### config.mk
export PLATFORM = sky130hd
export DESIGN_NAME = sorted_boundary_table_rank
export DESIGN_NICKNAME = d
export VERILOG_FILES = /design/src/rtl/sbtr_pkg.sv /design/src/rtl/sbtr_cell.sv /design/src/rtl/sorted_boundary_table_rank.sv
export SDC_FILE = /design/constraint.sdc
export NUM_CORES = 2
export LEC_CHECK = 0
export ABC_AREA = 1
export BUFFER_PORTS_ARGS = -buffer_cell sky130_fd_sc_hd__clkbuf_2
export CORE_AREA = 3 3 295 297
export CTS_CLUSTER_DIAMETER = 50
export DETAILED_ROUTE_END_ITERATION = 6
export DIE_AREA = 0 0 298 300
export HOLD_SLACK_MARGIN = 0.08
export PLACE_DENSITY_LB_ADDON = 0.05
export REMOVE_ABC_BUFFERS = 1
export SYNTH_ARGS = -nofsm -noshare
export SYNTH_HDL_FRONTEND = slang
export SYNTH_SLANG_ARGS = --single-unit
### constraint.sdc
create_clock -name clk -period 5.6 [get_ports clk]
set_input_delay 0.28 -clock clk [delete_from_list [all_inputs] [get_ports clk]]
set_output_delay 0.28 -clock clk [all_outputs]
set_load 0.05 [all_outputs]
### src/rtl/sbtr_pkg.sv
// types, request and status codes, and state encoding for the boundary table
// no dependencies; used by the cell, top level and checker file of the block
package sbtr_pkg;

  localparam int TIME_W   = 32;
  localparam int KIND_W   = 3;
  localparam int INDEX_W  = 6;
  localparam int USED_W   = 7;
  localparam int COUNT_W8 = 8;
  localparam int MASK_W   = 8;

  // the epoch total saturates here
  localparam logic [COUNT_W8-1:0] COUNT_SAT = 8'd255;

  // request codes
  localparam logic [1:0] REQ_INSERT = 2'd0;
  localparam logic [1:0] REQ_REMOVE = 2'd1;
  localparam logic [1:0] REQ_RANK   = 2'd2;

  // status codes
  localparam logic [1:0] ST_OK      = 2'd0;
  localparam logic [1:0] ST_INVALID = 2'd1;
  localparam logic [1:0] ST_FULL    = 2'd2;

  localparam logic [MASK_W-1:0] MASK_RESET = 8'd1;

  typedef struct packed {
    logic [1:0]         req_type;
    logic [TIME_W-1:0]  event_time;
    logic [KIND_W-1:0]  entry_kind;
    logic [INDEX_W-1:0] entry_index;
  } req_item_t;

  typedef struct packed {
    logic [1:0]          status;
    logic [COUNT_W8-1:0] epoch_position;
    logic [USED_W-1:0]   entries_used;
    logic [COUNT_W8-1:0] epoch_total;
  } rsp_item_t;

  // one table entry as held in a cell
  typedef struct packed {
    logic [TIME_W-1:0] time_val;
    logic [KIND_W-1:0] kind;
  } entry_t;

  // command broadcast to every cell
  typedef struct packed {
    logic               ins_en;
    logic               rem_en;
    logic [TIME_W-1:0]  event_time;
    logic [KIND_W-1:0]  entry_kind;
    logic [INDEX_W-1:0] entry_index;
  } cmd_t;

  typedef enum logic [1:0] {
    FSM_IDLE,
    FSM_APPLY,
    FSM_FLAG,
    FSM_SUM
  } state_t;

endpackage

### src/rtl/sbtr_cell.sv
// one cell of the sorted table: holds an entry, shifts with its neighbors
// depends on sbtr_pkg
module sbtr_cell #(
  parameter int CELL_IDX = 0,
  parameter int CNT_W    = 5
) (
  input  logic                clk,
  input  sbtr_pkg::cmd_t      cmd,
  input  logic [CNT_W-1:0]    count,
  input  logic [sbtr_pkg::MASK_W-1:0] mask,
  input  sbtr_pkg::entry_t    left_entry,
  input  logic                left_shift,
  input  sbtr_pkg::entry_t    right_entry,
  output sbtr_pkg::entry_t    entry,
  output logic                shift,
  output logic                rank_hit,
  output logic                epoch_hit
);

  localparam int IW = sbtr_pkg::INDEX_W;
  localparam logic [CNT_W-1:0] POS     = CNT_W'(CELL_IDX);
  localparam logic [IW-1:0]    POS_IDX = IW'(CELL_IDX);

  logic occ;
  logic at_end;
  logic kind_marked;
  sbtr_pkg::entry_t entry_next;

  // position of this cell against the fill count
  assign occ         = POS < count;
  assign at_end      = POS == count;
  assign kind_marked = mask[entry.kind];

  // entry moves one place right when the new time sorts before it
  assign shift = occ && (entry.time_val > cmd.event_time);

  // insert takes from the left or the new item, remove takes from the right
  always_comb begin
    entry_next = entry;
    if (cmd.ins_en) begin
      if (left_shift) begin
        entry_next = left_entry;
      end else if (shift || at_end) begin
        entry_next.time_val = cmd.event_time;
        entry_next.kind     = cmd.entry_kind;
      end
    end else if (cmd.rem_en) begin
      if (occ && (cmd.entry_index <= POS_IDX)) begin
        entry_next = right_entry;
      end
    end
  end

  always_ff @(posedge clk) begin
    entry <= entry_next;
  end

  // per-cell flags for the rank and epoch counts
  always_ff @(posedge clk) begin
    rank_hit  <= occ && kind_marked && (cmd.event_time != '0)
                 && (entry.time_val <= cmd.event_time);
    epoch_hit <= occ && kind_marked;
  end

endmodule

### src/rtl/sorted_boundary_table_rank.sv
// top level of the sorted boundary table with rank query
// depends on sbtr_pkg and sbtr_cell
//
//   channel  | direction | handshake          | payload
//   ---------+-----------+--------------------+-----------------------
//   req      | in        | req_valid/stall    | req_item (sbtr_pkg::req_item_t)
//   rsp      | out       | rsp_valid/stall    | rsp_item (sbtr_pkg::rsp_item_t)
//   cfg      | in        | cfg_valid/ready    | cfg_data (epoch kind mask)
//
// an item passes four steps: accept, apply to the cell chain, compare in the
// cells, count the cell flags into the result register
// the count cycle waits while the previous result is still stalled
// reset clears the fill count, the fsm and the result valid; the mask resets to 1
// table entries are not cleared: only entries below the fill count are read
module sorted_boundary_table_rank #(
  parameter int MAX_ENTRIES = 16
) (
  input  logic                   clk,
  input  logic                   rst,
  input  logic                   req_valid,
  output logic                   req_stall,
  input  sbtr_pkg::req_item_t    req_item,
  output logic                   rsp_valid,
  input  logic                   rsp_stall,
  output sbtr_pkg::rsp_item_t    rsp_item,
  input  logic                   cfg_valid,
  output logic                   cfg_ready,
  input  logic [sbtr_pkg::MASK_W-1:0] cfg_data
);

  localparam int CNT_W = $clog2(MAX_ENTRIES + 1);
  localparam int CMP_W = sbtr_pkg::INDEX_W + 1;

  sbtr_pkg::state_t state, state_next;
  sbtr_pkg::req_item_t req_q;
  logic [CNT_W-1:0] count, count_next;
  logic [sbtr_pkg::MASK_W-1:0] mask;
  logic [1:0] status, status_next;
  sbtr_pkg::cmd_t cmd;

  sbtr_pkg::entry_t cell_entry [MAX_ENTRIES];
  logic [MAX_ENTRIES-1:0] cell_shift;
  logic [MAX_ENTRIES-1:0] rank_hits;
  logic [MAX_ENTRIES-1:0] epoch_hits;

  logic [CNT_W-1:0] rank_cnt;
  logic [CNT_W-1:0] epoch_cnt;
  logic [sbtr_pkg::COUNT_W8-1:0] epoch_cnt8;
  logic req_accept;
  logic rsp_load;
  logic ins_ok;
  logic rem_ok;

  assign req_accept = req_valid && !req_stall;
  assign cfg_ready  = (state == sbtr_pkg::FSM_IDLE);

  // argument checks against the current fill count
  assign ins_ok = (req_q.event_time != '0) && (count < CNT_W'(MAX_ENTRIES));
  assign rem_ok = CMP_W'(req_q.entry_index) < CMP_W'(count);

  // command broadcast to the cells
  always_comb begin
    cmd.ins_en      = (state == sbtr_pkg::FSM_APPLY)
                      && (req_q.req_type == sbtr_pkg::REQ_INSERT) && ins_ok;
    cmd.rem_en      = (state == sbtr_pkg::FSM_APPLY)
                      && (req_q.req_type == sbtr_pkg::REQ_REMOVE) && rem_ok;
    cmd.event_time  = req_q.event_time;
    cmd.entry_kind  = req_q.entry_kind;
    cmd.entry_index = req_q.entry_index;
  end

  // cell chain
  for (genvar g = 0; g < MAX_ENTRIES; g++) begin : g_cell
    sbtr_pkg::entry_t left_e;
    sbtr_pkg::entry_t right_e;
    logic left_s;

    if (g == 0) begin : g_first
      assign left_e = '0;
      assign left_s = 1'b0;
    end else begin : g_mid
      assign left_e = cell_entry[g-1];
      assign left_s = cell_shift[g-1];
    end

    if (g == MAX_ENTRIES - 1) begin : g_last
      assign right_e = cell_entry[g];
    end else begin : g_inner
      assign right_e = cell_entry[g+1];
    end

    sbtr_cell #(
      .CELL_IDX (g),
      .CNT_W    (CNT_W)
    ) u_cell (
      .clk         (clk),
      .cmd         (cmd),
      .count       (count),
      .mask        (mask),
      .left_entry  (left_e),
      .left_shift  (left_s),
      .right_entry (right_e),
      .entry       (cell_entry[g]),
      .shift       (cell_shift[g]),
      .rank_hit    (rank_hits[g]),
      .epoch_hit   (epoch_hits[g])
    );
  end

  // flag counts
  assign rank_cnt   = CNT_W'($countones(rank_hits));
  assign epoch_cnt  = CNT_W'($countones(epoch_hits));
  assign epoch_cnt8 = sbtr_pkg::COUNT_W8'(epoch_cnt);

  // state register
  always_ff @(posedge clk) begin
    if (rst) begin
      state <= sbtr_pkg::FSM_IDLE;
    end else begin
      state <= state_next;
    end
  end

  // next state, status, fill count, input stall and result load
  always_comb begin
    state_next  = state;
    status_next = status;
    count_next  = count;
    req_stall   = 1'b1;
    rsp_load    = 1'b0;
    unique case (state)
      sbtr_pkg::FSM_IDLE: begin
        req_stall = 1'b0;
        if (req_valid) begin
          state_next = sbtr_pkg::FSM_APPLY;
        end
      end
      sbtr_pkg::FSM_APPLY: begin
        state_next = sbtr_pkg::FSM_FLAG;
        unique case (req_q.req_type)
          sbtr_pkg::REQ_INSERT: begin
            if (req_q.event_time == '0) begin
              status_next = sbtr_pkg::ST_INVALID;
            end else if (!ins_ok) begin
              status_next = sbtr_pkg::ST_FULL;
            end else begin
              status_next = sbtr_pkg::ST_OK;
              count_next  = count + CNT_W'(1);
            end
          end
          sbtr_pkg::REQ_REMOVE: begin
            if (rem_ok) begin
              status_next = sbtr_pkg::ST_OK;
              count_next  = count - CNT_W'(1);
            end else begin
              status_next = sbtr_pkg::ST_INVALID;
            end
          end
          sbtr_pkg::REQ_RANK: begin
            status_next = sbtr_pkg::ST_OK;
          end
          default: begin
            status_next = sbtr_pkg::ST_INVALID;
          end
        endcase
      end
      sbtr_pkg::FSM_FLAG: begin
        state_next = sbtr_pkg::FSM_SUM;
      end
      sbtr_pkg::FSM_SUM: begin
        if (!(rsp_valid && rsp_stall)) begin
          rsp_load   = 1'b1;
          state_next = sbtr_pkg::FSM_IDLE;
        end
      end
      default: begin
        state_next = sbtr_pkg::FSM_IDLE;
      end
    endcase
  end

  // request register
  always_ff @(posedge clk) begin
    if (req_accept) begin
      req_q <= req_item;
    end
  end

  // fill count and status
  always_ff @(posedge clk) begin
    if (rst) begin
      count <= '0;
    end else begin
      count <= count_next;
    end
  end

  always_ff @(posedge clk) begin
    status <= status_next;
  end

  // configuration register
  always_ff @(posedge clk) begin
    if (rst) begin
      mask <= sbtr_pkg::MASK_RESET;
    end else if (cfg_valid && cfg_ready) begin
      mask <= cfg_data;
    end
  end

  // result register
  always_ff @(posedge clk) begin
    if (rst) begin
      rsp_valid <= 1'b0;
    end else if (rsp_load) begin
      rsp_valid <= 1'b1;
    end else if (!rsp_stall) begin
      rsp_valid <= 1'b0;
    end
  end

  always_ff @(posedge clk) begin
    if (rsp_load) begin
      rsp_item.status         <= status;
      rsp_item.epoch_position <= (req_q.req_type == sbtr_pkg::REQ_RANK)
                                 ? sbtr_pkg::COUNT_W8'(rank_cnt) : '0;
      rsp_item.entries_used   <= sbtr_pkg::USED_W'(count);
      rsp_item.epoch_total    <= (epoch_cnt8 >= sbtr_pkg::COUNT_SAT)
                                 ? sbtr_pkg::COUNT_SAT
                                 : epoch_cnt8 + sbtr_pkg::COUNT_W8'(1);
    end
  end

endmodule

==> results.sh <==
export IMPL_status="finished, final reports clean"
export IMPL_area_growth_syn_to_layout_pct=9.19
export IMPL_antenna_found_initial=1
export IMPL_grt_pass1_vias=42951
export IMPL_root_buffer="clkbuf_16"
export IMPL_synthesis_area_um2=50600
export IMPL_slowest_delay_ns=0.75
export IMPL_htree_levels=3
export IMPL_hp_class="in2reg"
export IMPL_dp_hpwl_um=103000
export IMPL_worst_slack_ns=1.05
export IMPL_crit_chain="clkinv_1, ha_1, nand2_1, nor2_1, nand2_1, nor4_2, nand2_1, nand2_2, nand3_4, nand2_1, nor2_1, nor2_4"
export IMPL_synth_area_per_cell_um2=7.86
export IMPL_slew_headroom_pct=22.1
export IMPL_drt_wirelength_per_cell_um=18.9
export IMPL_critPathKind="reg2reg"
export IMPL_min_period_ns=4.55
export IMPL_multi_input_area_um2=26400
export IMPL_synthCells=6445
export IMPL_finalClockSkew_ns=0.0216
export IMPL_setup_viol=0
export IMPL_ant_nets=0
export IMPL_antennaDiodeCount=0
export IMPL_layout_common_cells="nand2_1, inv_1, edfxtp_1, nand3_1, ha_1"
export IMPL_cts_tree="done"
export IMPL_io_pins=84
export IMPL_cts_buffer_depth=3
export IMPL_cts_sinks=671
export IMPL_finalMaxSlewViolations=0
export IMPL_worstPathArrival_ns=4.82
export IMPL_min_path_cells=4
export IMPL_seqCellArea_um2=19700
export IMPL_cp_common_cell="nand2_1"
export IMPL_endpoint_kind="flop"
export IMPL_fp_dieH_um=300
export IMPL_r2r_cells=12
export IMPL_cp_slowest_cell="nor2_4"
export IMPL_peakVddDrop_mv=0.320
export IMPL_vias=44511
export IMPL_final_common_cell="nand2_1"
export IMPL_preCtsSetupSlack_ns=1.06
export IMPL_worst_slew_pin_slew_ns=1.17
export IMPL_core_area_um2=84900
export IMPL_hold_ws_ns=0.172
export IMPL_clock_latency_ns=0.66
export IMPL_period_share_pct=81.3
export IMPL_first_pass_iters=6
export IMPL_place_gp_congestion=0.931
export IMPL_die_width_um=298
export IMPL_ys_ff_latch=671
export IMPL_synth_cell_types=52
export IMPL_overflow=0
export IMPL_hold_viol_final=0
export IMPL_yosysWarnings=0
export IMPL_start_kind="flop"
export IMPL_vias_per_cell=5.82
export IMPL_fin_area_um2=55300
export IMPL_fin_util_pct=65.1
export IMPL_start_util_pct=59.6
export IMPL_clk_pin_slew_ns=0.06
export IMPL_worstPathMaxFanout=37
export IMPL_maxCapViolations=0
export IMPL_fmax_mhz=220
export IMPL_p_leak_nw=26.2
export IMPL_cp_required_ns=5.86
export IMPL_drc=0
export IMPL_drt_total_wl_um=145000
export IMPL_num_rows=107
export IMPL_globalRouteTotalUtil_pct=31.7
export IMPL_nFillCells=7482
export IMPL_die_area_um2=89400
export IMPL_grt_max_degree=217
export IMPL_dr_first_iter_drc_count=4340
export IMPL_yosysSeqAreaShare_pct=38.8
export IMPL_p_per_area_nw_per_um2=361
export IMPL_fin_nets=7033
export IMPL_cts_buffers=98
export IMPL_layout_drive_gt1_share_pct=7.06
export IMPL_cts_repair_resized=0
export IMPL_portBuffers=76
export IMPL_grt_pass1_wl_um=233000
export IMPL_placed_cell_area_um2=51400
export IMPL_rsz0062_at_grt="false"
export IMPL_setup_tns_ns=0
[metal layers]
layer / global-route usage, % / vias to the layer above / part of all wire [%] / routed length, µm
met5: 0 / - / 0 / 0
met4: 10.6 / 0 / 3.1 / 4440
met3: 4.64 / 262 / 7.5 / 10800
met2: 53.1 / 1673 / 47 / 67900
met1: 42.4 / 20655 / 43 / 61600
li1: - / 21921 / - / -
[worst paths after layout]
| path | from | end | slack (ns) |
|---|---|---|---|
| setup reg to reg | cmd[35] | g_cell[6].u_cell.entry[3] | 1.05 |
| hold reg to reg | status[1] | rsp_item[24] | 0.42 |
| hold / removal | rsp_stall | state[1] | 0.17 |
| setup / recovery | cmd[35] | g_cell[6].u_cell.entry[3] | 1.05 |
[synthesized netlist by cell type (all sizes together)]
master	instances	area, µm²
ha	536	6710
xnor2	3	26.3
o211ai	14	105
dfxtp	48	961
nand3	565	2990
nand2	2154	8130
edfxtp	623	18700
o21a	33	248
a31oi	6	43.8
o21ai	203	1020
a21o	22	165
and2	1	6.26
clkinv	2	7.51
inv	732	2750
a32o	1	10.0
nor3b	4	40.0
fa	20	400
o21bai	2	15.0
o221ai	1	8.76
buf	227	1500
a211oi	10	75.1
a311oi	3	26.3
a21oi	325	1630
nor3	22	130
xor2	6	52.6
o22ai	1	6.26
conb	1	3.75
nor4	11	166
clkbuf	134	503
nor2	195	759
nand4	540	3430
[critical path: cells and delay by family (launching register included)]
| family | cells | cell delay (ns) |
|---|---|---|
| simple gates | 10 | 2.66 |
| buf+inv | 1 | 0.56 |
| flops | 1 | 0.36 |
| fa+ha+maj | 1 | 0.56 |
[cells by family after synthesis]
| logic type | share of synthesized area [%] |
|---|---|
| flops | 38.8 |
| compound gates | 6.62 |
| fa+ha+maj | 14.0 |
| other cells | 0.00741 |
| simple gates | 30.9 |
| buf+inv | 9.41 |
| xor+xnor | 0.156 |
[layout make-up]
class | count | share of cell area [%]
multi-input combinational | 4686 | 47.7
sequential | 671 | 35.6
inverter | 734 | 5.00
clock buffer | 119 | 4.75
timing repair buffer | 230 | 3.05
tap | 1144 | 2.59
clock inverter | 63 | 1.36
[metrics by stage]
stage                     power [W]  instances
after global routing         0.0211       7647
after CTS                    0.0199       7647
after floorplan              0.0116       6091
after global placement       0.0133       7411
after detailed placement     0.0135       7411
final                        0.0199       7647
[state kept, by name, indices dropped and copies added, names as in the netlist]
register	flops
status	2
count	5
req_q	2
rsp_valid	1
cmd	41
g_cell.u_cell.entry	560
g_cell.u_cell.epoch_hit	16
g_cell.u_cell.rank_hit	16
state	2
mask	8
rsp_item	18
[report_power, final]
part	switching (W)	internal, W
registers	0.000397	0.00636
logic	0.00471	0.00206
clock network	0.00246	0.00396
total	0.00756	0.0124
[timing repair]
action / CTS / global route
setup buffers: 0 / 0
hold buffers: 54 / 0
endpoints found under the hold margin: 56 / 0
Power figures use the tool's default switching activity.
